**config.mk**
```make
export PLATFORM = sky130hd
export DESIGN_NAME = icmp_reply_probe_matcher_flat
export DESIGN_NICKNAME = d
export VERILOG_FILES = /design/src/rtl/irpm_pkg.sv /design/src/rtl/irpm_byte_if.sv /design/src/rtl/irpm_res_if.sv /design/src/rtl/irpm_cfg_if.sv /design/src/rtl/irpm_ctrl.sv /design/src/rtl/irpm_dp.sv /design/src/rtl/icmp_reply_probe_matcher.sv /design/src/flat_wrapper.sv
export SDC_FILE = /design/constraint.sdc
export NUM_CORES = 1
export LEC_CHECK = 0
export BUFFER_PORTS_ARGS = -buffer_cell sky130_fd_sc_hd__buf_2
export CORE_MARGIN = 2
export CORE_UTILIZATION = 50
export CTS_CLUSTER_SIZE = 30
export DETAILED_ROUTE_END_ITERATION = 7
export PLACE_DENSITY = 0.71
export SLEW_MARGIN = 30
export SYNTH_ARGS = -nofsm -noshare
export SYNTH_HDL_FRONTEND = slang
export SYNTH_HIERARCHICAL = 1
export SYNTH_SLANG_ARGS = --single-unit
```
**constraint.sdc**
```tcl
create_clock -name clk -period 8.8 [get_ports clk]
set_clock_uncertainty 0.05 [all_clocks]
set_input_delay 1.76 -clock clk [delete_from_list [all_inputs] [get_ports clk]]
set_output_delay 1.76 -clock clk [all_outputs]
set_load 0.01 [all_outputs]
```
**src/rtl/irpm_pkg.sv**
```systemverilog
package irpm_pkg;

  // Default sizing
  localparam int MAX_PACKET_BYTES = 1024;
  localparam int MAX_PROBES       = 10;

  // Field widths
  localparam int BYTE_W   = 8;
  localparam int WORD_W   = 16;
  localparam int PPH_W    = 4;
  localparam int STATUS_W = 3;
  localparam int HOP_W    = 8;
  localparam int PROBE_W  = 4;
  localparam int ADDR_W   = 32;
  localparam int HLEN_W   = 6;
  localparam int CFG_IDX_W = 2;

  // Divider: one quotient bit per cycle over the 16-bit adjusted sequence
  localparam int DIV_STEPS = WORD_W;
  localparam int DIV_CNT_W = $clog2(DIV_STEPS);
  localparam int NQ_W      = 5;

  // Protocol constants
  localparam logic [7:0] ICMP_ECHOREPLY     = 8'd0;
  localparam logic [7:0] ICMP_TIME_EXCEEDED = 8'd11;
  localparam int IP_MIN_LEN   = 20;
  localparam int ICMP_HDR_LEN = 8;

  // Configuration register indexes
  localparam logic [CFG_IDX_W-1:0] REG_PROBE_ID       = 2'd0;
  localparam logic [CFG_IDX_W-1:0] REG_PROBES_PER_HOP = 2'd1;
  localparam logic [CFG_IDX_W-1:0] REG_SEQUENCE_BASE  = 2'd2;

  // Configuration reset values
  localparam logic [WORD_W-1:0] PROBE_ID_RST       = 16'd0;
  localparam logic [PPH_W-1:0]  PROBES_PER_HOP_RST = 4'd3;
  localparam logic [WORD_W-1:0] SEQUENCE_BASE_RST  = 16'd0;

  // Result status codes
  localparam logic [STATUS_W-1:0] ST_MATCHED   = 3'd0;
  localparam logic [STATUS_W-1:0] ST_TRUNCATED = 3'd1;
  localparam logic [STATUS_W-1:0] ST_WRONG_TYPE = 3'd2;
  localparam logic [STATUS_W-1:0] ST_ID_MISMATCH = 3'd3;
  localparam logic [STATUS_W-1:0] ST_OUT_WINDOW = 3'd4;

  // Controller to datapath commands
  typedef struct packed {
    logic take;    // byte request accepted
    logic finish;  // accepted byte was the last one
    logic step;    // one divider iteration
    logic load;    // move result into the output register
  } cmd_t;

  // Datapath to controller status
  typedef struct packed {
    logic div_last;  // current iteration is the final one
  } sts_t;

endpackage

```
**src/rtl/irpm_byte_if.sv**
```systemverilog
interface irpm_byte_if;
  logic                          valid;
  logic                          ready;
  logic [irpm_pkg::BYTE_W-1:0]   pkt_byte;
  logic                          last;
  logic [irpm_pkg::HOP_W-1:0]    window_low;
  logic [irpm_pkg::HOP_W-1:0]    window_high;

  modport source (output valid, pkt_byte, last, window_low, window_high, input ready);
  modport sink   (input valid, pkt_byte, last, window_low, window_high, output ready);
endinterface

```
**src/rtl/irpm_res_if.sv**
```systemverilog
interface irpm_res_if;
  logic                          valid;
  logic                          ready;
  logic [irpm_pkg::STATUS_W-1:0] status;
  logic [irpm_pkg::HOP_W-1:0]    hop;
  logic [irpm_pkg::PROBE_W-1:0]  probe;
  logic                          is_dest;
  logic [irpm_pkg::ADDR_W-1:0]   source_addr;

  modport source (output valid, status, hop, probe, is_dest, source_addr, input ready);
  modport sink   (input valid, status, hop, probe, is_dest, source_addr, output ready);
endinterface

```
**src/rtl/irpm_cfg_if.sv**
```systemverilog
interface irpm_cfg_if;
  logic                           valid;
  logic                           ready;
  logic [irpm_pkg::CFG_IDX_W-1:0] index;
  logic [irpm_pkg::WORD_W-1:0]    data;

  modport source (output valid, index, data, input ready);
  modport sink   (input valid, index, data, output ready);
endinterface

```
**src/rtl/irpm_ctrl.sv**
```systemverilog
module irpm_ctrl (
  input  logic               clk,
  input  logic               rst,
  input  logic               in_valid,
  input  logic               in_last,
  output logic               in_ready,
  output logic               out_valid,
  input  logic               out_ready,
  output irpm_pkg::cmd_t     cmd,
  input  irpm_pkg::sts_t     sts
);

  localparam logic [1:0] S_RUN  = 2'd0;
  localparam logic [1:0] S_DIV  = 2'd1;
  localparam logic [1:0] S_LOAD = 2'd2;

  logic [1:0] state, state_next;

  // Handshake and commands
  assign in_ready   = (state == S_RUN);
  assign cmd.take   = in_valid && in_ready;
  assign cmd.finish = cmd.take && in_last;
  assign cmd.step   = (state == S_DIV);
  assign cmd.load   = (state == S_LOAD) && (!out_valid || out_ready);

  // Next state
  always_comb begin
    state_next = state;
    unique case (state)
      S_RUN:  if (cmd.finish) state_next = S_DIV;
      S_DIV:  if (sts.div_last) state_next = S_LOAD;
      S_LOAD: if (cmd.load) state_next = S_RUN;
      default: state_next = S_RUN;
    endcase
  end

  // State and output valid
  always_ff @(posedge clk) begin
    if (rst) begin
      state     <= S_RUN;
      out_valid <= 1'b0;
    end else begin
      state <= state_next;
      if (cmd.load) out_valid <= 1'b1;
      else if (out_ready) out_valid <= 1'b0;
    end
  end

endmodule

```
**src/rtl/irpm_dp.sv**
```systemverilog
module irpm_dp #(
  parameter int MAX_PACKET_BYTES = irpm_pkg::MAX_PACKET_BYTES
) (
  input  logic                          clk,
  input  logic                          rst,
  input  irpm_pkg::cmd_t                cmd,
  output irpm_pkg::sts_t                sts,
  input  logic                          cfg_we,
  input  logic [irpm_pkg::CFG_IDX_W-1:0] cfg_index,
  input  logic [irpm_pkg::WORD_W-1:0]   cfg_data,
  input  logic [irpm_pkg::BYTE_W-1:0]   pkt_byte,
  input  logic [irpm_pkg::HOP_W-1:0]    window_low,
  input  logic [irpm_pkg::HOP_W-1:0]    window_high,
  output logic [irpm_pkg::STATUS_W-1:0] status,
  output logic [irpm_pkg::HOP_W-1:0]    hop,
  output logic [irpm_pkg::PROBE_W-1:0]  probe,
  output logic                          is_dest,
  output logic [irpm_pkg::ADDR_W-1:0]   source_addr
);

  localparam int PW = $clog2(MAX_PACKET_BYTES + 1);
  localparam int CW = (PW > 9) ? PW : 9;
  localparam int W  = irpm_pkg::WORD_W;
  localparam int HW = irpm_pkg::HLEN_W;

  // Configuration
  logic [W-1:0]               probe_id, sequence_base;
  logic [irpm_pkg::PPH_W-1:0] probes_per_hop;

  // Per-packet capture state
  logic [PW-1:0]  byte_pos;
  logic [HW-1:0]  outer_len, inner_len;
  logic [7:0]     msg_type;
  logic [W-1:0]   ident, seq;
  logic [31:0]    sender;

  // End-of-packet snapshot and divider
  logic [irpm_pkg::STATUS_W-1:0] pre_status;
  logic                          was_echo;
  logic [irpm_pkg::HOP_W-1:0]    wlo, whi;
  logic [31:0]                   src;
  logic [irpm_pkg::NQ_W-1:0]     nq;
  logic [W-1:0]                  quot;
  logic [irpm_pkg::NQ_W-1:0]     rem;
  logic [irpm_pkg::DIV_CNT_W-1:0] cnt;

  // Combinational capture
  logic           take;
  logic [CW-1:0]  pos, o_w, n_w, base;
  logic [HW-1:0]  o_cur;
  logic           hit;
  logic [PW-1:0]  pos_nxt;
  logic [HW-1:0]  outer_nxt, inner_nxt;
  logic [7:0]     msg_nxt;
  logic [W-1:0]   ident_nxt, seq_nxt;
  logic [31:0]    sender_nxt;
  logic [CW-1:0]  bytes, on_w, nn_w;
  logic [irpm_pkg::STATUS_W-1:0] pre_nxt;
  logic [irpm_pkg::NQ_W-1:0]     nq_sel;

  // Divider step
  logic [irpm_pkg::NQ_W:0] trial, trial_sub;
  logic                    ge;

  // Result
  logic [W:0] hop_full;

  // Field capture for the current byte
  always_comb begin
    take  = (byte_pos < PW'(MAX_PACKET_BYTES));
    pos   = CW'(byte_pos);
    o_cur = (byte_pos == '0) ? {pkt_byte[3:0], 2'b00} : outer_len;
    o_w   = CW'(o_cur);
    n_w   = o_w + CW'(irpm_pkg::ICMP_HDR_LEN);
    hit   = 1'b0;
    base  = o_w;
    if (msg_type == irpm_pkg::ICMP_ECHOREPLY && pos > o_w) begin
      hit  = 1'b1;
      base = o_w;
    end else if (msg_type == irpm_pkg::ICMP_TIME_EXCEEDED && pos > n_w) begin
      hit  = 1'b1;
      base = n_w + CW'(inner_len);
    end

    pos_nxt   = take ? byte_pos + PW'(1) : byte_pos;
    outer_nxt = take ? o_cur : outer_len;
    msg_nxt   = (take && pos == o_w) ? pkt_byte : msg_type;
    inner_nxt = (take && msg_type == irpm_pkg::ICMP_TIME_EXCEEDED && pos == n_w)
                ? {pkt_byte[3:0], 2'b00} : inner_len;
    ident_nxt = (take && hit && (pos == base + CW'(4) || pos == base + CW'(5)))
                ? {ident[7:0], pkt_byte} : ident;
    seq_nxt   = (take && hit && (pos == base + CW'(6) || pos == base + CW'(7)))
                ? {seq[7:0], pkt_byte} : seq;
    sender_nxt = (take && pos >= CW'(12) && pos <= CW'(15))
                 ? {sender[23:0], pkt_byte} : sender;
  end

  // Classification before the hop window check
  always_comb begin
    bytes = CW'(pos_nxt);
    on_w  = CW'(outer_nxt);
    nn_w  = on_w + CW'(irpm_pkg::ICMP_HDR_LEN);
    if (bytes < CW'(irpm_pkg::IP_MIN_LEN) || bytes < nn_w) begin
      pre_nxt = irpm_pkg::ST_TRUNCATED;
    end else if (msg_nxt == irpm_pkg::ICMP_ECHOREPLY) begin
      pre_nxt = (ident_nxt != probe_id) ? irpm_pkg::ST_ID_MISMATCH : irpm_pkg::ST_MATCHED;
    end else if (msg_nxt == irpm_pkg::ICMP_TIME_EXCEEDED) begin
      if (bytes < nn_w + CW'(irpm_pkg::IP_MIN_LEN) ||
          bytes < nn_w + CW'(inner_nxt) + CW'(irpm_pkg::ICMP_HDR_LEN))
        pre_nxt = irpm_pkg::ST_TRUNCATED;
      else
        pre_nxt = (ident_nxt != probe_id) ? irpm_pkg::ST_ID_MISMATCH : irpm_pkg::ST_MATCHED;
    end else begin
      pre_nxt = irpm_pkg::ST_WRONG_TYPE;
    end
  end

  // Divisor clamp
  always_comb begin
    if (probes_per_hop == '0)
      nq_sel = irpm_pkg::NQ_W'(1);
    else if (irpm_pkg::NQ_W'(probes_per_hop) > irpm_pkg::NQ_W'(irpm_pkg::MAX_PROBES))
      nq_sel = irpm_pkg::NQ_W'(irpm_pkg::MAX_PROBES);
    else
      nq_sel = irpm_pkg::NQ_W'(probes_per_hop);
  end

  // Restoring divider step
  always_comb begin
    trial     = {rem, quot[W-1]};
    ge        = (trial >= {1'b0, nq});
    trial_sub = trial - {1'b0, nq};
  end

  assign sts.div_last = (cnt == irpm_pkg::DIV_CNT_W'(irpm_pkg::DIV_STEPS - 1));

  // Configuration registers
  always_ff @(posedge clk) begin
    if (rst) begin
      probe_id       <= irpm_pkg::PROBE_ID_RST;
      probes_per_hop <= irpm_pkg::PROBES_PER_HOP_RST;
      sequence_base  <= irpm_pkg::SEQUENCE_BASE_RST;
    end else if (cfg_we) begin
      unique case (cfg_index)
        irpm_pkg::REG_PROBE_ID:       probe_id       <= cfg_data;
        irpm_pkg::REG_PROBES_PER_HOP: probes_per_hop <= cfg_data[irpm_pkg::PPH_W-1:0];
        irpm_pkg::REG_SEQUENCE_BASE:  sequence_base  <= cfg_data;
        default: ;
      endcase
    end
  end

  // Capture state, cleared after every last byte
  always_ff @(posedge clk) begin
    if (rst || cmd.finish) begin
      byte_pos  <= '0;
      outer_len <= '0;
      inner_len <= '0;
      msg_type  <= '0;
      ident     <= '0;
      seq       <= '0;
      sender    <= '0;
    end else if (cmd.take) begin
      byte_pos  <= pos_nxt;
      outer_len <= outer_nxt;
      inner_len <= inner_nxt;
      msg_type  <= msg_nxt;
      ident     <= ident_nxt;
      seq       <= seq_nxt;
      sender    <= sender_nxt;
    end
  end

  // Snapshot at the last byte, then one quotient bit per cycle
  always_ff @(posedge clk) begin
    if (cmd.finish) begin
      pre_status <= pre_nxt;
      was_echo   <= (msg_nxt == irpm_pkg::ICMP_ECHOREPLY);
      wlo        <= window_low;
      whi        <= window_high;
      src        <= sender_nxt;
      nq         <= nq_sel;
      quot       <= seq_nxt - sequence_base;
      rem        <= '0;
      cnt        <= '0;
    end else if (cmd.step) begin
      quot <= {quot[W-2:0], ge};
      rem  <= ge ? trial_sub[irpm_pkg::NQ_W-1:0] : trial[irpm_pkg::NQ_W-1:0];
      cnt  <= cnt + irpm_pkg::DIV_CNT_W'(1);
    end
  end

  // Window check and output register
  assign hop_full = {1'b0, quot} + (W+1)'(1);

  always_ff @(posedge clk) begin
    if (cmd.load) begin
      source_addr <= src;
      if (pre_status != irpm_pkg::ST_MATCHED) begin
        status  <= pre_status;
        hop     <= '0;
        probe   <= '0;
        is_dest <= 1'b0;
      end else if (hop_full < (W+1)'(wlo) || hop_full > (W+1)'(whi)) begin
        status  <= irpm_pkg::ST_OUT_WINDOW;
        hop     <= '0;
        probe   <= '0;
        is_dest <= 1'b0;
      end else begin
        status  <= irpm_pkg::ST_MATCHED;
        hop     <= hop_full[irpm_pkg::HOP_W-1:0];
        probe   <= rem[irpm_pkg::PROBE_W-1:0];
        is_dest <= was_echo;
      end
    end
  end

endmodule

```
**src/rtl/icmp_reply_probe_matcher.sv**
```systemverilog
// Packet bytes are taken at one per cycle until the byte marked last.
// After the last byte the input stalls while the bit-serial divider runs
// (one quotient bit per cycle) and until the result is placed in the output
// register, which waits while an earlier result is still held unaccepted.
// Synchronous active-high reset clears the capture state and output valid
// and returns the configuration registers to their reset values.
module icmp_reply_probe_matcher #(
  parameter int MAX_PACKET_BYTES = irpm_pkg::MAX_PACKET_BYTES
) (
  input  logic        clk,
  input  logic        rst,
  irpm_byte_if.sink   rx,
  irpm_res_if.source  res,
  irpm_cfg_if.sink    cfg
);

  irpm_pkg::cmd_t cmd;
  irpm_pkg::sts_t sts;

  // Configuration writes are always taken
  assign cfg.ready = 1'b1;

  irpm_ctrl u_ctrl (
    .clk       (clk),
    .rst       (rst),
    .in_valid  (rx.valid),
    .in_last   (rx.last),
    .in_ready  (rx.ready),
    .out_valid (res.valid),
    .out_ready (res.ready),
    .cmd       (cmd),
    .sts       (sts)
  );

  irpm_dp #(
    .MAX_PACKET_BYTES (MAX_PACKET_BYTES)
  ) u_dp (
    .clk         (clk),
    .rst         (rst),
    .cmd         (cmd),
    .sts         (sts),
    .cfg_we      (cfg.valid),
    .cfg_index   (cfg.index),
    .cfg_data    (cfg.data),
    .pkt_byte    (rx.pkt_byte),
    .window_low  (rx.window_low),
    .window_high (rx.window_high),
    .status      (res.status),
    .hop         (res.hop),
    .probe       (res.probe),
    .is_dest     (res.is_dest),
    .source_addr (res.source_addr)
  );

endmodule

```
**src/flat_wrapper.sv**
```systemverilog
// flat-port wrapper written by rule: the top's interface ports become plain ports
module icmp_reply_probe_matcher_flat 
#(
  parameter int MAX_PACKET_BYTES = irpm_pkg::MAX_PACKET_BYTES
)
  (clk, rst, rx_valid, rx_pkt_byte, rx_last, rx_window_low, rx_window_high, rx_ready, res_valid, res_status, res_hop, res_probe, res_is_dest, res_source_addr, res_ready, cfg_valid, cfg_index, cfg_data, cfg_ready);
  irpm_byte_if rx_i ();
  irpm_res_if res_i ();
  irpm_cfg_if cfg_i ();
  input  logic clk;
  input  logic rst;
  input wire logic [$bits(rx_i.valid)-1:0] rx_valid;
  input wire logic [$bits(rx_i.pkt_byte)-1:0] rx_pkt_byte;
  input wire logic [$bits(rx_i.last)-1:0] rx_last;
  input wire logic [$bits(rx_i.window_low)-1:0] rx_window_low;
  input wire logic [$bits(rx_i.window_high)-1:0] rx_window_high;
  output wire logic [$bits(rx_i.ready)-1:0] rx_ready;
  output wire logic [$bits(res_i.valid)-1:0] res_valid;
  output wire logic [$bits(res_i.status)-1:0] res_status;
  output wire logic [$bits(res_i.hop)-1:0] res_hop;
  output wire logic [$bits(res_i.probe)-1:0] res_probe;
  output wire logic [$bits(res_i.is_dest)-1:0] res_is_dest;
  output wire logic [$bits(res_i.source_addr)-1:0] res_source_addr;
  input wire logic [$bits(res_i.ready)-1:0] res_ready;
  input wire logic [$bits(cfg_i.valid)-1:0] cfg_valid;
  input wire logic [$bits(cfg_i.index)-1:0] cfg_index;
  input wire logic [$bits(cfg_i.data)-1:0] cfg_data;
  output wire logic [$bits(cfg_i.ready)-1:0] cfg_ready;
  assign rx_i.valid = rx_valid;
  assign rx_i.pkt_byte = rx_pkt_byte;
  assign rx_i.last = rx_last;
  assign rx_i.window_low = rx_window_low;
  assign rx_i.window_high = rx_window_high;
  assign rx_ready = rx_i.ready;
  assign res_valid = res_i.valid;
  assign res_status = res_i.status;
  assign res_hop = res_i.hop;
  assign res_probe = res_i.probe;
  assign res_is_dest = res_i.is_dest;
  assign res_source_addr = res_i.source_addr;
  assign res_i.ready = res_ready;
  assign cfg_i.valid = cfg_valid;
  assign cfg_i.index = cfg_index;
  assign cfg_i.data = cfg_data;
  assign cfg_ready = cfg_i.ready;
  icmp_reply_probe_matcher #(.MAX_PACKET_BYTES(MAX_PACKET_BYTES)) u_core (.clk(clk), .rst(rst), .rx(rx_i), .res(res_i), .cfg(cfg_i));
endmodule
```
==> impl_results.md <==
* Status: completed
* CTS tree: yes
* Post-route ant nets at 0
* Fin util at 58.1%
* Critical path class: reg -> reg
* Hold-fix buffer count after cts at 0
* Asr flop ratio synth at 0%
* GR Util All Layers at 22.3%
* Syn_area_per_cell at 10.1 um^2
* Mux share of post-synthesis cell area at 12.0%
* Critical Path Start Type: register
* Die area at 30900 um^2
* #FFs+latches synth at 262
* CTS sink cnt at 262
* HPWL after detailed placement at 25300 um
* Hold Violations, Final at 0
* Share of cells above drive strength 1 at 18.1%
* Simple-gate share of the synthesized area at 15.6%
* Cells after Synth at 1456
* Routed WL per cell at 17.6 um
* Pleak at 0.00706 uW
* Mapped cell area at 14800 um^2
* Adder-Cell Fraction of Synth Area at 8.15%
* Period utilisation layout at 93.9%
* Slowest stage delay, CP at 0.53 ns
* Clk Latency, worst-skew pair at 0.55 ns
* Crit path max fanout at 7
* # setup viols final at 0
* Vert. Die Dim at 176 um
* H-tree depth at 1
* Bufs on Longest Clock Path at 3
* Fin Setup TNS at 0 ns
* Crit-path slowest cell: mux4_2
* Part of the Yosys area used for sequential elements at 43.6%
* Vias at 10900
* Largest net degree at the start of global routing at 70
* Area of the multi-input gates at 7730 um^2
* Root Driver: clkbuf_16
* PnR worst setup slack at 0.541 ns
* Top cell family by delay on the critical path: compound AO/OA/AOI/OAI gates
* RSZ-0062 raised after global routing: no
* Main combinational cell family by area after synthesis: simple AND/OR/NAND/NOR gates
* Post-DR vias/cell at 5.53
* Peak supply drop at 149 uV
* Io pins at 99
* DRT iter0 DRCs at 746
* Seq. cell area at 6440 um^2
* DRC at 0
* Crit. End Element: register
* PortBufs at 97
* Syn Nets at 1597
* Fillcell total at 2560
* Initial antenna violation count at 1
* Distinct cell type count after synthesis at 93
* Number of global-route vias before repair at 10300
* Slew Limit Fails at 0
* Horiz. Die Dim at 176 um
* Compound-Gate Fraction of Synth Area at 10.4%
* Area growth syn-to-layout at 13.6%
* Yosys warnings at 6
* First-pass GRT wire length at 55600 um
* Synth Flop Type: dfxtp_1
* Normalized max-slew margin at 33.6%
* Clock slew at reported path FFs at 0.06 ns
* Placed cell count at 1916
* Post-Place Worst Slack at 0.0715 ns
* Site row count at 62
* Final Critical Period at 8.26 ns
* Pre-antenna DRT Iters at 5
* Fin area at 16800 um^2
* Crit path arrival time at 8.61 ns
* Drt total wl at 34700 um
* Num CTS Buffers at 27
* DP Area at 15800 um^2
* Worst path bufs/invs at 6
* Worst slew pin tran at 0.986 ns
* Post-synth EDFFs at 119
* Initial Util at 51.2%
* FMAX at 121 MHz
* Max-Cap Viols at 0
* GPL Wtd Cong at 0.939
* CP required at 9.15 ns
* Non-filler cells, final at 1971
* Register-to-register setup slack at 0.54 ns
* Synth Area in XOR/XNOR at 5.72%
* Core Box Area at 28900 um^2
* P per Cell Area at 177 nW/um^2
* Grt ovf at 0
* Worst min path class: reg -> reg
* Nets at 1706
-- kinds of logic (layout without fill, tap and decap cells) --
group,count (synthesis),after routing
other,1,2
xor gates and xnor gates,94,94
adders and majority gates,94,94
DFF,262,262
and+or+nand+nor,471,471
muxes,165,165
buffers and inverters,155,284
AOI/OAI and AO/OA,214,215
-- cell usage after synthesis, types with 7 or more instances --
| cell type | number | area, um^2 |
|---|---|---|
| edfxtp_1 | 119 | 3570 |
| mux2i_1 | 107 | 1070 |
| nand4_1 | 22 | 138 |
| xor2_1 | 25 | 219 |
| o21a_1 | 15 | 113 |
| a21o_1 | 8 | 60.1 |
| and2_1 | 9 | 56.3 |
| a21oi_1 | 76 | 380 |
| nor2b_1 | 20 | 125 |
| nand2_1 | 113 | 424 |
| nand3_1 | 34 | 170 |
| ha_1 | 89 | 1110 |
| and3_1 | 26 | 163 |
| nand2b_1 | 17 | 106 |
| clkbuf_1 | 51 | 191 |
| nor3_1 | 24 | 120 |
| mux2_4 | 8 | 120 |
| xnor2_1 | 67 | 587 |
| nor4_1 | 7 | 43.8 |
| a21boi_0 | 8 | 60.1 |
| dfxtp_1 | 143 | 2860 |
| o31ai_1 | 8 | 60.1 |
| mux2_2 | 48 | 541 |
| nor2_1 | 153 | 574 |
| a211oi_1 | 11 | 82.6 |
| inv_1 | 84 | 315 |
| o21ai_0 | 29 | 145 |
-- repair_timing --
action                                  in CTS  in global routing
endpoints found under the hold margin        0                  0
resized for setup                            0                  9
endpoints found under the setup margin       0                  4
setup buffers                                0                  3
-- report_power, final --
| group | switching [uW] | total [uW] | internal, uW |
|---|---|---|---|
| Clock | 473 | 1170 | 699 |
| Sequential | 36.1 | 1350 | 1310 |
| Combinational | 257 | 444 | 187 |
| Total | 766 | 2960 | 2200 |
-- cell usage in the layout (no fill, tap or decap), types with 27 or more instances in the layout --
master,netlist,final
nand3_1,34,34
mux2i_1,107,105
xnor2_1,67,67
clkbuf_16,0,29
nand2_1,113,113
ha_1,89,89
dfxtp_1,143,143
mux2_2,48,48
buf_4,1,49
edfxtp_1,119,119
inv_1,84,84
buf_2,4,97
a21oi_1,76,75
nor2_1,153,153
o21ai_0,29,27
-- sequential cells by signal, indices dropped and copies added, names as in the netlist, 11 cells and up --
register / cells
u_core/u_dp/sender: 32
u_core/u_dp/source_addr: 32
u_core/u_dp/src: 32
u_core/u_dp/ident: 16
u_core/u_dp/probe_id: 16
u_core/u_dp/quot: 16
u_core/u_dp/seq: 16
u_core/u_dp/sequence_base: 16
u_core/u_dp/byte_pos: 11
-- path summary, 6_finish.rpt --
check | start | depth (start not counted) | to
min | u_core/u_dp/src[4] | 0 | u_core/u_dp/source_addr[4]
max | u_core/u_dp/byte_pos[0] | 36 | u_core/u_dp/quot[15]
max reg2reg | u_core/u_dp/byte_pos[0] | 36 | u_core/u_dp/quot[15]
min reg2reg | u_core/u_dp/src[4] | 0 | u_core/u_dp/source_addr[4]
-- cell type report --
class                           instances  share of cell area [%]
Multi-Input combinational cell       1040                    46.1
Antenna cell                            1                  0.0149
Timing Repair Buffer                  147                    5.21
Clock inverter                         13                   0.910
Inverter                               87                    1.95
Sequential cell                       262                    38.4
Tap cell                              384                    2.87
Clock buffer                           37                    4.57
-- worst reg2reg max path: cells and delay by family, from the launching register on --
family / cells / cell delay (ns)
DFF: 1 / 0.37
and+or+nand+nor: 9 / 2.22
AOI/OAI and AO/OA: 13 / 2.60
muxes: 2 / 0.82
xor gates and xnor gates: 2 / 0.40
buffers and inverters: 6 / 0.72
adders and majority gates: 4 / 0.93
-- through the flow --
stage                     power (uW)  hold slack [ns]
after floorplan                 1680            0.350
after detailed placement        1810            0.355
after CTS                       2990            0.367
after global routing            3090            0.371
after global placement          1800            0.351
final                           2960            0.365
-- per-layer routing --
layer / share of wire [%] / up-vias / routed length (um) / track usage [%]
met5: 0 / - / 0 / 0
met4: 1.9 / 0 / 666 / 5.03
met3: 4.7 / 42 / 1620 / 2.40
met2: 45 / 282 / 15400 / 35.7
met1: 49 / 5205 / 17000 / 32.6
li1: - / 5379 / - / -
No activity file was read; power rests on OpenSTA's default activity.
